--- config.mk ---
export PLATFORM = sky130hd
export DESIGN_NAME = waveform_min_max_decimator_unit
export DESIGN_NICKNAME = d
export VERILOG_FILES = /design/src/design/wmmd_pkg.sv /design/src/design/wmmd_divider.sv /design/src/design/wmmd_datapath.sv /design/src/design/wmmd_controller.sv /design/src/design/waveform_min_max_decimator_unit.sv
export SDC_FILE = /design/constraint.sdc
export NUM_CORES = 2
export LEC_CHECK = 0
export ABC_AREA = 0
export ABC_CLOCK_PERIOD_IN_PS = 15100
export BUFFER_PORTS_ARGS = -buffer_cell sky130_fd_sc_hd__buf_2
export CORE_MARGIN = 8
export CORE_UTILIZATION = 60
export CTS_BUF_LIST = sky130_fd_sc_hd__clkbuf_4
export CTS_CLUSTER_DIAMETER = 60
export CTS_CLUSTER_SIZE = 40
export DETAILED_ROUTE_END_ITERATION = 10
export GPL_ROUTABILITY_DRIVEN = 0
export PLACE_DENSITY = 0.77
export SLEW_MARGIN = 5
export SYNTH_ARGS = -nofsm -noshare
export SYNTH_HDL_FRONTEND = slang
export SYNTH_SLANG_ARGS = --single-unit
--- constraint.sdc ---
create_clock -name clk_i -period 15.1 [get_ports clk_i]
set_input_delay 2.265 -clock clk_i [delete_from_list [all_inputs] [get_ports clk_i]]
set_output_delay 2.265 -clock clk_i [all_outputs]
set_load 0.05 [all_outputs]
--- src/design/wmmd_pkg.sv ---
// Shared widths, register indexes and controller/datapath interface types for the decimator.
`default_nettype none

package wmmd_pkg;

  localparam int SAMPLE_W = 16;
  localparam int SCNT_W   = 24;
  localparam int PCNT_W   = 20;
  localparam int CCNT_W   = 4;
  localparam int CHAN_W   = 3;
  localparam int CFG_W    = 24;
  localparam int CFG_IDX_W = 2;
  localparam int FRAC_W   = 16;
  localparam int STEP_W   = 5;
  localparam int PTS_W    = 7;
  localparam int OUT_DATA_W = 56;

  localparam logic [CCNT_W-1:0] MAX_CHANNELS = 4'd8;
  localparam logic [PTS_W-1:0]  MAX_PTS      = 7'd64;
  localparam logic [STEP_W-1:0] DIV_CFG_STEPS  = 5'd24;
  localparam logic [STEP_W-1:0] DIV_FRAC_STEPS = 5'd16;

  localparam logic signed [SAMPLE_W-1:0] SAMPLE_PLUS_ONE  = 16'sh7FFF;
  localparam logic signed [SAMPLE_W-1:0] SAMPLE_MINUS_ONE = 16'sh8000;

  typedef enum logic [CFG_IDX_W-1:0] {
    REG_SAMPLE_COUNT  = 2'd0,
    REG_POINT_COUNT   = 2'd1,
    REG_CHANNEL_COUNT = 2'd2
  } reg_idx_e;

  typedef struct packed {
    logic cfg_write;
    logic div_cfg_start;
    logic cfg_load;
    logic accept;
    logic ds_step;
    logic scan_step;
    logic pt_div_start;
    logic pt_mul;
    logic pt_emit_interp;
    logic pt_emit_direct;
    logic pt_drop;
    logic finish;
  } cmd_t;

  typedef struct packed {
    logic div_busy;
    logic s_ge_p;
    logic ds_emit;
    logic scan_more;
    logic up_cond;
    logic need_interp;
    logic drop;
    logic out_free;
  } status_t;

endpackage

`default_nettype wire

--- src/design/wmmd_divider.sv ---
// Restoring divider, one quotient bit per cycle, used for the bin step and the interpolation fraction.
`default_nettype none

module wmmd_divider (
  input  wire logic                            clk_i,
  input  wire logic                            rst_ni,
  input  wire logic                            start_i,
  input  wire logic [wmmd_pkg::PCNT_W-1:0]     divisor_i,
  input  wire logic [wmmd_pkg::PCNT_W-1:0]     rem_init_i,
  input  wire logic [wmmd_pkg::SCNT_W-1:0]     dividend_i,
  input  wire logic [wmmd_pkg::STEP_W-1:0]     steps_i,
  output logic                                 busy_o,
  output logic [wmmd_pkg::SCNT_W-1:0]          quot_o,
  output logic [wmmd_pkg::PCNT_W-1:0]          rem_o
);

  logic                          busy_q, busy_d;
  logic [wmmd_pkg::STEP_W-1:0]   cnt_q, cnt_d;
  logic [wmmd_pkg::PCNT_W-1:0]   rem_q, rem_d;
  logic [wmmd_pkg::SCNT_W-1:0]   dq_q, dq_d;
  logic [wmmd_pkg::PCNT_W:0]     trial, diff;
  logic                          ge;

  always_comb begin
    trial = {rem_q, dq_q[wmmd_pkg::SCNT_W-1]};
    diff  = trial - {1'b0, divisor_i};
    ge    = (trial >= {1'b0, divisor_i});
    busy_d = busy_q;
    cnt_d  = cnt_q;
    rem_d  = rem_q;
    dq_d   = dq_q;
    if (start_i) begin
      busy_d = 1'b1;
      cnt_d  = steps_i;
      rem_d  = rem_init_i;
      dq_d   = dividend_i;
    end else if (busy_q) begin
      // The dividend register fills with quotient bits from the bottom.
      rem_d = ge ? diff[wmmd_pkg::PCNT_W-1:0] : trial[wmmd_pkg::PCNT_W-1:0];
      dq_d  = {dq_q[wmmd_pkg::SCNT_W-2:0], ge};
      cnt_d = cnt_q - 1'b1;
      if (cnt_q == 5'd1) begin
        busy_d = 1'b0;
      end
    end
  end

  always_ff @(posedge clk_i or negedge rst_ni) begin
    if (!rst_ni) begin
      busy_q <= 1'b0;
      cnt_q  <= '0;
    end else begin
      busy_q <= busy_d;
      cnt_q  <= cnt_d;
    end
  end

  always_ff @(posedge clk_i) begin
    rem_q <= rem_d;
    dq_q  <= dq_d;
  end

  assign busy_o = busy_q;
  assign quot_o = dq_q;
  assign rem_o  = rem_q;

endmodule

`default_nettype wire

--- src/design/wmmd_datapath.sv ---
// Datapath: configuration, bin boundary tracking, min/max, interpolation and the result register.
`default_nettype none

module wmmd_datapath (
  input  wire logic                                clk_i,
  input  wire logic                                rst_ni,
  input  wire wmmd_pkg::cmd_t                      cmd_i,
  output wmmd_pkg::status_t                        status_o,
  input  wire logic [wmmd_pkg::CFG_IDX_W-1:0]      cfg_index_i,
  input  wire logic [wmmd_pkg::CFG_W-1:0]          cfg_data_i,
  input  wire logic [wmmd_pkg::SAMPLE_W-1:0]       sample_i,
  input  wire logic                                out_ready_i,
  output logic                                     out_valid_o,
  output logic [wmmd_pkg::OUT_DATA_W-1:0]          out_data_o,
  output logic                                     out_last_o,
  output logic                                     out_user_o
);

  typedef struct packed {
    logic [wmmd_pkg::SCNT_W-1:0] bq;
    logic [wmmd_pkg::PCNT_W-1:0] rem;
  } bnd_t;

  function automatic bnd_t advance(bnd_t b, logic [wmmd_pkg::SCNT_W-1:0] q0,
                                   logic [wmmd_pkg::PCNT_W-1:0] r0,
                                   logic [wmmd_pkg::PCNT_W-1:0] p);
    logic [wmmd_pkg::PCNT_W:0] rs;
    bnd_t nb;
    rs     = {1'b0, b.rem} + {1'b0, r0};
    nb.bq  = b.bq + q0;
    if (rs >= {1'b0, p}) begin
      rs    = rs - {1'b0, p};
      nb.bq = nb.bq + 1'b1;
    end
    nb.rem = rs[wmmd_pkg::PCNT_W-1:0];
    return nb;
  endfunction

  // A point at position bq + rem/p can be produced once sample bq+1 is present,
  // or at once when the position is whole, or on the last sample of the channel.
  function automatic logic up_cond_f(bnd_t b, logic [wmmd_pkg::PCNT_W-1:0] pp,
                                     logic [wmmd_pkg::PCNT_W-1:0] p,
                                     logic [wmmd_pkg::SCNT_W-1:0] k, logic last);
    return (pp < p) && ((b.bq < k) || ((b.bq == k) && (b.rem == '0)) || last);
  endfunction

  // Configuration and derived step.
  logic [wmmd_pkg::SCNT_W-1:0]   s_q, s_d;
  logic [wmmd_pkg::PCNT_W-1:0]   p_q, p_d;
  logic [wmmd_pkg::CCNT_W-1:0]   c_q, c_d;
  logic [wmmd_pkg::SCNT_W-1:0]   q0_q, q0_d;
  logic [wmmd_pkg::PCNT_W-1:0]   r0_q, r0_d;

  // Channel progress.
  logic [wmmd_pkg::SCNT_W-1:0]   k_q, k_d;
  logic [wmmd_pkg::PCNT_W-1:0]   pp_q, pp_d;
  logic [wmmd_pkg::CHAN_W-1:0]   chan_q, chan_d;
  logic signed [wmmd_pkg::SAMPLE_W-1:0] run_min_q, run_min_d, run_max_q, run_max_d;
  logic signed [wmmd_pkg::SAMPLE_W-1:0] prev_q, prev_d;
  logic [wmmd_pkg::SCNT_W-1:0]   bq_q, bq_d;
  logic [wmmd_pkg::PCNT_W-1:0]   rem_q, rem_d;

  // Per-sample working registers.
  logic signed [wmmd_pkg::SAMPLE_W-1:0] x_q, x_d;
  logic [wmmd_pkg::SCNT_W-1:0]   sbq_q, sbq_d;
  logic [wmmd_pkg::PCNT_W-1:0]   srem_q, srem_d;
  logic [wmmd_pkg::PCNT_W-1:0]   spp_q, spp_d;
  logic [wmmd_pkg::PTS_W-1:0]    cnt_q, cnt_d;
  logic [wmmd_pkg::PTS_W-1:0]    idx_q, idx_d;
  logic signed [33:0]            prod_q, prod_d;

  // Result register.
  logic                                  out_valid_q, out_valid_d;
  logic [wmmd_pkg::CHAN_W-1:0]           out_chan_q, out_chan_d;
  logic [wmmd_pkg::PCNT_W-1:0]           out_pidx_q, out_pidx_d;
  logic signed [wmmd_pkg::SAMPLE_W-1:0]  out_min_q, out_min_d, out_max_q, out_max_d;
  logic                                  out_last_q, out_last_d;
  logic                                  out_ovf_q, out_ovf_d;

  // Divider.
  logic                          div_start, div_busy;
  logic [wmmd_pkg::SCNT_W-1:0]   div_quot;
  logic [wmmd_pkg::PCNT_W-1:0]   div_rem;

  // Combinational helpers.
  bnd_t                          main_b, scan_b, adv_main, adv_scan;
  logic                          s_ge_p, last_sample, ds_emit, out_free, up_cond, scan_cond;
  logic [wmmd_pkg::SCNT_W:0]     k_inc;
  logic [wmmd_pkg::SCNT_W-1:0]   lastk;
  logic [wmmd_pkg::CCNT_W-1:0]   chan_inc;
  logic signed [wmmd_pkg::SAMPLE_W-1:0] nmin, nmax, interp_v;
  logic signed [wmmd_pkg::SAMPLE_W:0]   diff17, frac17;
  logic signed [33:0]            rsum;
  logic signed [17:0]            v18;
  logic [wmmd_pkg::PTS_W-1:0]    n_emit;
  logic                          up_last, finish, start_ch, load;

  wmmd_divider u_div (
    .clk_i      (clk_i),
    .rst_ni     (rst_ni),
    .start_i    (div_start),
    .divisor_i  (p_q),
    .rem_init_i (cmd_i.pt_div_start ? rem_q : '0),
    .dividend_i (cmd_i.pt_div_start ? '0 : s_q),
    .steps_i    (cmd_i.pt_div_start ? wmmd_pkg::DIV_FRAC_STEPS : wmmd_pkg::DIV_CFG_STEPS),
    .busy_o     (div_busy),
    .quot_o     (div_quot),
    .rem_o      (div_rem)
  );

  assign div_start = cmd_i.div_cfg_start | cmd_i.pt_div_start;

  always_comb begin
    main_b      = '{bq: bq_q, rem: rem_q};
    scan_b      = '{bq: sbq_q, rem: srem_q};
    adv_main    = advance(main_b, q0_q, r0_q, p_q);
    adv_scan    = advance(scan_b, q0_q, r0_q, p_q);
    s_ge_p      = (s_q >= {4'b0, p_q});
    k_inc       = {1'b0, k_q} + 1'b1;
    last_sample = (k_inc >= {1'b0, s_q});
    up_cond     = up_cond_f(main_b, pp_q, p_q, k_q, last_sample);
    scan_cond   = up_cond_f(scan_b, spp_q, p_q, k_q, last_sample);
    lastk       = (rem_q == '0) ? ((bq_q != '0) ? bq_q - 1'b1 : '0) : bq_q;
    ds_emit     = (pp_q < p_q) && (k_q == lastk);
    nmin        = (x_q < run_min_q) ? x_q : run_min_q;
    nmax        = (x_q > run_max_q) ? x_q : run_max_q;
    out_free    = !out_valid_q || out_ready_i;
    chan_inc    = {1'b0, chan_q} + 1'b1;
    n_emit      = (cnt_q > wmmd_pkg::MAX_PTS) ? wmmd_pkg::MAX_PTS : cnt_q;
    up_last     = (idx_q == n_emit - 1'b1);
    diff17      = {x_q[wmmd_pkg::SAMPLE_W-1], x_q} - {prev_q[wmmd_pkg::SAMPLE_W-1], prev_q};
    frac17      = {1'b0, div_quot[wmmd_pkg::FRAC_W-1:0]};
    // Rounded half up: a + floor((d*frac + 2^15) / 2^16).
    rsum        = prod_q + 34'sd32768;
    v18         = {{2{prev_q[wmmd_pkg::SAMPLE_W-1]}}, prev_q} + rsum[33:16];
    interp_v    = v18[wmmd_pkg::SAMPLE_W-1:0];
  end

  always_comb begin
    status_o.div_busy    = div_busy;
    status_o.s_ge_p      = s_ge_p;
    status_o.ds_emit     = ds_emit;
    status_o.scan_more   = (cnt_q <= wmmd_pkg::MAX_PTS) && scan_cond;
    status_o.up_cond     = up_cond;
    status_o.need_interp = (bq_q < k_q);
    status_o.drop        = (idx_q == wmmd_pkg::MAX_PTS);
    status_o.out_free    = out_free;
  end

  always_comb begin
    s_d = s_q;  p_d = p_q;  c_d = c_q;  q0_d = q0_q;  r0_d = r0_q;
    k_d = k_q;  pp_d = pp_q;  chan_d = chan_q;
    run_min_d = run_min_q;  run_max_d = run_max_q;  prev_d = prev_q;
    bq_d = bq_q;  rem_d = rem_q;
    x_d = x_q;  sbq_d = sbq_q;  srem_d = srem_q;  spp_d = spp_q;
    cnt_d = cnt_q;  idx_d = idx_q;  prod_d = prod_q;
    out_chan_d = out_chan_q;  out_pidx_d = out_pidx_q;
    out_min_d = out_min_q;  out_max_d = out_max_q;
    out_last_d = out_last_q;  out_ovf_d = out_ovf_q;
    finish = 1'b0;
    start_ch = 1'b0;
    load = 1'b0;

    if (cmd_i.cfg_write) begin
      unique case (cfg_index_i)
        wmmd_pkg::REG_SAMPLE_COUNT: begin
          s_d = (cfg_data_i == '0) ? 24'd1 : cfg_data_i;
        end
        wmmd_pkg::REG_POINT_COUNT: begin
          p_d = (cfg_data_i[wmmd_pkg::PCNT_W-1:0] == '0) ? 20'd1
              : cfg_data_i[wmmd_pkg::PCNT_W-1:0];
        end
        wmmd_pkg::REG_CHANNEL_COUNT: begin
          if (cfg_data_i[wmmd_pkg::CCNT_W-1:0] == '0) begin
            c_d = 4'd1;
          end else if (cfg_data_i[wmmd_pkg::CCNT_W-1:0] > wmmd_pkg::MAX_CHANNELS) begin
            c_d = wmmd_pkg::MAX_CHANNELS;
          end else begin
            c_d = cfg_data_i[wmmd_pkg::CCNT_W-1:0];
          end
        end
        default: begin
        end
      endcase
    end

    if (cmd_i.cfg_load) begin
      q0_d     = div_quot;
      r0_d     = div_rem;
      chan_d   = '0;
      start_ch = 1'b1;
    end

    if (cmd_i.accept) begin
      x_d    = sample_i;
      sbq_d  = bq_q;
      srem_d = rem_q;
      spp_d  = pp_q;
      cnt_d  = '0;
      idx_d  = '0;
    end

    if (cmd_i.scan_step) begin
      sbq_d  = adv_scan.bq;
      srem_d = adv_scan.rem;
      spp_d  = spp_q + 1'b1;
      cnt_d  = cnt_q + 1'b1;
    end

    if (cmd_i.ds_step) begin
      finish    = 1'b1;
      run_min_d = nmin;
      run_max_d = nmax;
      if (ds_emit) begin
        load       = 1'b1;
        out_min_d  = nmin;
        out_max_d  = nmax;
        out_last_d = 1'b1;
        out_ovf_d  = 1'b0;
        pp_d       = pp_q + 1'b1;
        // A boundary inside this sample makes it the first sample of the next bin too.
        run_min_d  = (rem_q != '0) ? x_q : wmmd_pkg::SAMPLE_PLUS_ONE;
        run_max_d  = (rem_q != '0) ? x_q : wmmd_pkg::SAMPLE_MINUS_ONE;
        bq_d       = adv_main.bq;
        rem_d      = adv_main.rem;
      end
    end

    if (cmd_i.pt_mul) begin
      prod_d = diff17 * frac17;
    end

    if (cmd_i.pt_emit_direct || cmd_i.pt_emit_interp) begin
      load       = 1'b1;
      out_min_d  = cmd_i.pt_emit_interp ? interp_v : x_q;
      out_max_d  = cmd_i.pt_emit_interp ? interp_v : x_q;
      out_last_d = up_last;
      out_ovf_d  = (cnt_q > wmmd_pkg::MAX_PTS);
      idx_d      = idx_q + 1'b1;
    end

    if (cmd_i.pt_emit_direct || cmd_i.pt_emit_interp || cmd_i.pt_drop) begin
      pp_d  = pp_q + 1'b1;
      bq_d  = adv_main.bq;
      rem_d = adv_main.rem;
    end

    if (load) begin
      out_chan_d = chan_q;
      out_pidx_d = pp_q;
    end

    if (cmd_i.finish) begin
      finish = 1'b1;
    end

    if (finish) begin
      prev_d = x_q;
      k_d    = k_inc[wmmd_pkg::SCNT_W-1:0];
      if (last_sample) begin
        chan_d   = (chan_inc >= c_q) ? '0 : chan_inc[wmmd_pkg::CHAN_W-1:0];
        start_ch = 1'b1;
      end
    end

    if (start_ch) begin
      k_d       = '0;
      pp_d      = '0;
      run_min_d = wmmd_pkg::SAMPLE_PLUS_ONE;
      run_max_d = wmmd_pkg::SAMPLE_MINUS_ONE;
      prev_d    = '0;
      bq_d      = s_ge_p ? q0_d : '0;
      rem_d     = s_ge_p ? r0_d : '0;
    end

    out_valid_d = load ? 1'b1 : (out_ready_i ? 1'b0 : out_valid_q);
  end

  always_ff @(posedge clk_i or negedge rst_ni) begin
    if (!rst_ni) begin
      s_q         <= 24'd1;
      p_q         <= 20'd1;
      c_q         <= 4'd1;
      q0_q        <= 24'd1;
      r0_q        <= '0;
      k_q         <= '0;
      pp_q        <= '0;
      chan_q      <= '0;
      run_min_q   <= wmmd_pkg::SAMPLE_PLUS_ONE;
      run_max_q   <= wmmd_pkg::SAMPLE_MINUS_ONE;
      prev_q      <= '0;
      bq_q        <= 24'd1;
      rem_q       <= '0;
      cnt_q       <= '0;
      idx_q       <= '0;
      out_valid_q <= 1'b0;
    end else begin
      s_q         <= s_d;
      p_q         <= p_d;
      c_q         <= c_d;
      q0_q        <= q0_d;
      r0_q        <= r0_d;
      k_q         <= k_d;
      pp_q        <= pp_d;
      chan_q      <= chan_d;
      run_min_q   <= run_min_d;
      run_max_q   <= run_max_d;
      prev_q      <= prev_d;
      bq_q        <= bq_d;
      rem_q       <= rem_d;
      cnt_q       <= cnt_d;
      idx_q       <= idx_d;
      out_valid_q <= out_valid_d;
    end
  end

  always_ff @(posedge clk_i) begin
    x_q        <= x_d;
    sbq_q      <= sbq_d;
    srem_q     <= srem_d;
    spp_q      <= spp_d;
    prod_q     <= prod_d;
    out_chan_q <= out_chan_d;
    out_pidx_q <= out_pidx_d;
    out_min_q  <= out_min_d;
    out_max_q  <= out_max_d;
    out_last_q <= out_last_d;
    out_ovf_q  <= out_ovf_d;
  end

  assign out_valid_o = out_valid_q;
  assign out_data_o  = {1'b0, out_max_q, out_min_q, out_pidx_q, out_chan_q};
  assign out_last_o  = out_last_q;
  assign out_user_o  = out_ovf_q;

  a_no_overwrite: assert property (@(posedge clk_i) disable iff (!rst_ni)
    load && out_valid_q |-> out_ready_i)
    else $error("result register loaded while a result is still pending");

  a_drop_after_full: assert property (@(posedge clk_i) disable iff (!rst_ni)
    cmd_i.pt_drop |-> (idx_q == wmmd_pkg::MAX_PTS) && (cnt_q > wmmd_pkg::MAX_PTS))
    else $error("point dropped before the per-sample limit was reached");

  a_emit_within_count: assert property (@(posedge clk_i) disable iff (!rst_ni)
    (cmd_i.pt_emit_direct || cmd_i.pt_emit_interp) |-> (idx_q < cnt_q))
    else $error("more points emitted than the scan pass counted");

  a_div_idle_on_start: assert property (@(posedge clk_i) disable iff (!rst_ni)
    div_start |-> !div_busy)
    else $error("divider restarted while busy");

endmodule

`default_nettype wire

--- src/design/wmmd_controller.sv ---
// Controller state machine that sequences configuration, bin steps and interpolated points.
`default_nettype none

module wmmd_controller (
  input  wire logic                             clk_i,
  input  wire logic                             rst_ni,
  input  wire logic                             cfg_valid_i,
  input  wire logic [wmmd_pkg::CFG_IDX_W-1:0]   cfg_index_i,
  output logic                                  cfg_ready_o,
  input  wire logic                             in_valid_i,
  output logic                                  in_ready_o,
  input  wire wmmd_pkg::status_t                status_i,
  output wmmd_pkg::cmd_t                        cmd_o
);

  typedef enum logic [2:0] {
    ST_IDLE,
    ST_DIV_START,
    ST_DIV_WAIT,
    ST_DS,
    ST_SCAN,
    ST_UP_CHECK,
    ST_UP_DIV,
    ST_UP_EMIT
  } state_e;

  state_e state_q, state_d;
  logic   restart;

  always_comb begin
    unique case (cfg_index_i) inside
      wmmd_pkg::REG_SAMPLE_COUNT, wmmd_pkg::REG_POINT_COUNT,
      wmmd_pkg::REG_CHANNEL_COUNT: restart = 1'b1;
      default:                     restart = 1'b0;
    endcase
  end

  always_comb begin
    state_d     = state_q;
    cmd_o       = '0;
    cfg_ready_o = 1'b0;
    in_ready_o  = 1'b0;
    unique case (state_q)
      ST_IDLE: begin
        cfg_ready_o = 1'b1;
        in_ready_o  = !cfg_valid_i;
        if (cfg_valid_i) begin
          cmd_o.cfg_write = 1'b1;
          if (restart) begin
            state_d = ST_DIV_START;
          end
        end else if (in_valid_i) begin
          cmd_o.accept = 1'b1;
          state_d = status_i.s_ge_p ? ST_DS : ST_SCAN;
        end
      end
      ST_DIV_START: begin
        cmd_o.div_cfg_start = 1'b1;
        state_d = ST_DIV_WAIT;
      end
      ST_DIV_WAIT: begin
        if (!status_i.div_busy) begin
          cmd_o.cfg_load = 1'b1;
          state_d = ST_IDLE;
        end
      end
      ST_DS: begin
        if (!status_i.ds_emit || status_i.out_free) begin
          cmd_o.ds_step = 1'b1;
          state_d = ST_IDLE;
        end
      end
      ST_SCAN: begin
        // Count the points this sample yields, up to one past the limit.
        if (status_i.scan_more) begin
          cmd_o.scan_step = 1'b1;
        end else begin
          state_d = ST_UP_CHECK;
        end
      end
      ST_UP_CHECK: begin
        if (!status_i.up_cond) begin
          cmd_o.finish = 1'b1;
          state_d = ST_IDLE;
        end else if (status_i.drop) begin
          cmd_o.pt_drop = 1'b1;
        end else if (status_i.need_interp) begin
          if (!status_i.div_busy) begin
            cmd_o.pt_div_start = 1'b1;
            state_d = ST_UP_DIV;
          end
        end else if (status_i.out_free) begin
          cmd_o.pt_emit_direct = 1'b1;
        end
      end
      ST_UP_DIV: begin
        if (!status_i.div_busy) begin
          cmd_o.pt_mul = 1'b1;
          state_d = ST_UP_EMIT;
        end
      end
      ST_UP_EMIT: begin
        if (status_i.out_free) begin
          cmd_o.pt_emit_interp = 1'b1;
          state_d = ST_UP_CHECK;
        end
      end
      default: begin
        state_d = ST_IDLE;
      end
    endcase
  end

  always_ff @(posedge clk_i or negedge rst_ni) begin
    if (!rst_ni) begin
      state_q <= ST_IDLE;
    end else begin
      state_q <= state_d;
    end
  end

endmodule

`default_nettype wire

--- src/design/waveform_min_max_decimator_unit.sv ---
// Top level of the min/max waveform decimator: controller, datapath and stream ports.
// Bin mode (samples >= points): a sample is accepted and stepped; a step closing a bin
// waits for a free result register and loads it. Interpolation mode: a count pass of up
// to 65 points; then each point is emitted directly, dropped, or interpolated by a fraction
// from the divider. A count register write restarts at channel 0 after a bin-step division.
// Asynchronous active-low reset restores one sample, point and channel with no clearing pass.
`default_nettype none

module waveform_min_max_decimator_unit (
  input  wire logic                               clk_i,
  input  wire logic                               rst_ni,
  input  wire logic                               cfg_valid_i,
  output logic                                    cfg_ready_o,
  input  wire logic [wmmd_pkg::CFG_IDX_W-1:0]     cfg_index_i,
  input  wire logic [wmmd_pkg::CFG_W-1:0]         cfg_data_i,
  input  wire logic                               s_axis_tvalid,
  output logic                                    s_axis_tready,
  // [15:0] sample
  input  wire logic [wmmd_pkg::SAMPLE_W-1:0]      s_axis_tdata,
  output logic                                    m_axis_tvalid,
  input  wire logic                               m_axis_tready,
  // [2:0] channel, [22:3] point_index, [38:23] min_value, [54:39] max_value, [55] zero
  output logic [wmmd_pkg::OUT_DATA_W-1:0]         m_axis_tdata,
  output logic                                    m_axis_tlast,
  // [0] overflow
  output logic                                    m_axis_tuser
);

  wmmd_pkg::cmd_t    cmd;
  wmmd_pkg::status_t status;

  wmmd_controller u_ctrl (
    .clk_i       (clk_i),
    .rst_ni      (rst_ni),
    .cfg_valid_i (cfg_valid_i),
    .cfg_index_i (cfg_index_i),
    .cfg_ready_o (cfg_ready_o),
    .in_valid_i  (s_axis_tvalid),
    .in_ready_o  (s_axis_tready),
    .status_i    (status),
    .cmd_o       (cmd)
  );

  wmmd_datapath u_dp (
    .clk_i       (clk_i),
    .rst_ni      (rst_ni),
    .cmd_i       (cmd),
    .status_o    (status),
    .cfg_index_i (cfg_index_i),
    .cfg_data_i  (cfg_data_i),
    .sample_i    (s_axis_tdata),
    .out_ready_i (m_axis_tready),
    .out_valid_o (m_axis_tvalid),
    .out_data_o  (m_axis_tdata),
    .out_last_o  (m_axis_tlast),
    .out_user_o  (m_axis_tuser)
  );

endmodule

`default_nettype wire
==> flow_metrics.env <==
export IMPL_fin_crit_sh_pct=70.7
export IMPL_grt_use_total_pct=31.1
export IMPL_initial_core_util_pct=60.4
export IMPL_hpwl_um=100000
export IMPL_cap_violations=0
export IMPL_die_h_um=290
export IMPL_grt_max_degree=87
export IMPL_setup_slack_ns=4.43
export IMPL_status="completed"
export IMPL_synth_nets=5750
export IMPL_synth_area_per_cell_um2=8.99
export IMPL_required_ns=15.71
export IMPL_cts_tree="built"
export IMPL_wirelength_um=131000
export IMPL_synth_area_leaders="edfxtp_1 13%, dfrtp_1 13%, ha_1 12%"
export IMPL_async_flop_share_pct=56.3
export IMPL_drt_initial_drc_count=4128
export IMPL_hold_path_depth=2
export IMPL_cts_sinks=453
export IMPL_place_area_um2=46400
export IMPL_fillers=6136
export IMPL_path_clk_slew_ns=0.22
export IMPL_min_period_ns=10.67
export IMPL_crit_fanout=16
export IMPL_grt_first_pass_wirelength_um=207000
export IMPL_fmax_ghz=0.0937
export IMPL_synth_area_leader_cell="edfxtp_1"
export IMPL_layout_drive_gt1_share_pct=8.19
export IMPL_worstSetupPathType="reg -> reg"
export IMPL_final_antenna_net_count=0
export IMPL_die_w_um=290
export IMPL_fp_coreArea_um2=74300
export IMPL_syn_inst=4995
export IMPL_endpoint_kind="flip-flop"
export IMPL_vias_per_cell=6.37
export IMPL_postLayoutCellArea_um2=47200
export IMPL_antenna_found_initial=6
export IMPL_relSlewSlack_pct=20.7
export IMPL_first_global_vias=37000
export IMPL_ctsHoldBuffers=0
export IMPL_synth_seq_cells=453
export IMPL_hold_class="reg -> reg"
export IMPL_r2r_slack_ns=4.43
export IMPL_io_pins=108
export IMPL_layout_common_cells="546 x inv_1, 441 x ha_1, 431 x nand2_1, 335 x nor2_1, 275 x a21oi_1"
export IMPL_reg2reg_to="u_dp.prod_q[31]"
export IMPL_ys_seq_area_share_pct=27.5
export IMPL_finalClockSkew_ns=0.135
export IMPL_wire_per_inst_um=21.8
export IMPL_rsz0062_at_grt="no"
export IMPL_drv_slew=0
export IMPL_yosysWarnings=0
export IMPL_final_nets=5765
export IMPL_drc_errors=0
export IMPL_max_stage_delay_ns=0.94
export IMPL_fin_tns_setup_ns=0
export IMPL_hold_ws_ns=0.501
export IMPL_synth_edff_count=198
export IMPL_synth_area_um2=44900
export IMPL_numCtsBuffers=43
export IMPL_dieArea_um2=83800
export IMPL_reg2reg_from="u_dp.x_q[1]"
export IMPL_r2r_cells=34
export IMPL_insertion_delay_ns=0.97
export IMPL_dp_worst_setup_slack_ns=4.75
export IMPL_htree_levels=2
export IMPL_num_rows=100
export IMPL_setup_violations=0
export IMPL_layout_commonest_cell="inv_1"
export IMPL_area_delta_synth_final_pct=5.07
export IMPL_synth_flop_cell="dfrtp_1"
export IMPL_cp_start_kind="flip-flop"
export IMPL_first_pass_iters=6
export IMPL_cts_setup_buffers=0
export IMPL_cts_buffer_depth=3
export IMPL_hold_path_endpoint="u_dp.c_q[0]"
export IMPL_synthDistinctLibCells=100
export IMPL_hold_violations=0
export IMPL_yosys_area_top_type_share_pct=13.2
export IMPL_hold_path_startpoint="u_dp.c_q[0]"
export IMPL_placement_io_buffers=106
export IMPL_tightest_slew_ns=1.19
export IMPL_vias=38400
export IMPL_critical_path_slowest_cell="xor2_1"
export IMPL_root_buffer="clkbuf_4"
export IMPL_grt_ovfl_total=0
export IMPL_cts_resized=0
export IMPL_crit_arrival_ns=11.28
## through the flow
| step | cells | util [%] |
|---|---|---|
| 3_5_place_dp | 5934 | 62.4 |
| 5_1_grt | 6017 | 63.5 |
| 2_1_floorplan | 4995 | - |
| 6_report | 6019 | 63.5 |
| 3_3_place_gp | 5934 | 62.4 |
| 4_1_cts | 6014 | 63.5 |
## registers in the layout (all words and copies together), names as in the netlist, 17 cells and up
register / count
u_dp.pp_q: 20
u_dp.sbq_q: 24
u_dp.k_q: 24
u_dp.srem_q: 20
u_dp.q0_q: 24
u_dp.prod_q: 17
u_dp.rem_q: 20
u_dp.r0_q: 20
u_dp.s_q: 24
u_dp.p_q: 20
u_dp.u_div.rem_o: 20
u_dp.bq_q: 24
u_dp.u_div.quot_o: 24
u_dp.spp_q: 20
u_dp.out_pidx_q: 20
## final cells by class
class / instances / area [µm²] / area share [%]
Tap cell: 969 / 1210 / 2.57
Clock inverter: 33 / 428 / 0.907
Timing Repair Buffer: 163 / 968 / 2.05
Sequential cell: 453 / 12400 / 26.2
Multi-Input combinational cell: 3802 / 29800 / 63.2
Antenna cell: 5 / 12.5 / 0.0265
Inverter: 547 / 2050 / 4.35
Clock buffer: 47 / 353 / 0.748
## cells in the mapped netlist (all sizes together), types with 17 or more instances
| cell | number |
|---|---|
| dfstp | 21 |
| edfxtp | 198 |
| nor3 | 94 |
| or3 | 32 |
| nand4 | 70 |
| clkbuf | 160 |
| and2 | 130 |
| o41ai | 18 |
| a31oi | 52 |
| o21a | 40 |
| o31ai | 25 |
| or2 | 17 |
| ha | 441 |
| fa | 267 |
| mux2 | 72 |
| xor2 | 96 |
| nor2 | 340 |
| o21bai | 29 |
| a21boi | 17 |
| o22ai | 43 |
| o21ai | 284 |
| a21oi | 276 |
| inv | 547 |
| mux2i | 56 |
| nand2b | 55 |
| a211oi | 39 |
| o22a | 17 |
| a21o | 84 |
| nand2 | 433 |
| a22o | 25 |
| and3 | 59 |
| buf | 33 |
| nand3 | 169 |
| dfrtp | 234 |
| o211ai | 24 |
| nor4 | 46 |
| nor2b | 59 |
| xnor2 | 216 |
## worst max-delay path: cells and delay by family, from the launching register on
kind / cells / cell delay [ns]
compound gates: 18 / 4.57
fa+ha+maj: 8 / 3.55
xor+xnor: 2 / 1.04
flops: 1 / 0.54
simple gates: 2 / 0.40
buf+inv: 4 / 0.23
## cell families (layout without fill, tap and decap cells)
family / count (synthesis) / after routing / share of synthesized area, %
XOR/XNOR: 313 / 313 / 6.14
flip-flops: 453 / 453 / 27.5
multiplexers: 128 / 128 / 3.05
buffers and inverters: 740 / 790 / 6.34
AO/OA/AOI/OAI: 1092 / 1092 / 15.6
other: 1 / 6 / 0.00835
AND/OR/NAND/NOR: 1560 / 1560 / 17.2
adder cells (fa/ha/maj): 708 / 708 / 24.2
## layer usage
metal,routed length (µm),GRT usage [%]
met2,58300,48.4
met3,13000,4.90
met4,5630,12.2
met5,41,0
met1,54000,43.6
## how the worst max path moves through the flow
stage,from,end,cells after the start,slack (ns)
after floorplan,u_dp.x_q[1],u_dp.prod_q[31],36,6.12
after global placement,u_dp.x_q[1],u_dp.prod_q[31],34,5.00
after detailed placement,u_dp.x_q[1],u_dp.prod_q[31],34,4.75
after CTS,u_dp.x_q[1],u_dp.prod_q[31],34,4.52
after global routing,u_dp.x_q[1],u_dp.prod_q[31],34,3.62
final,u_dp.x_q[1],u_dp.prod_q[31],34,4.43
Power is left out: the tool's default activity adds up to more than one toggle a clock period on the data nets, which glitch-free logic cannot reach.
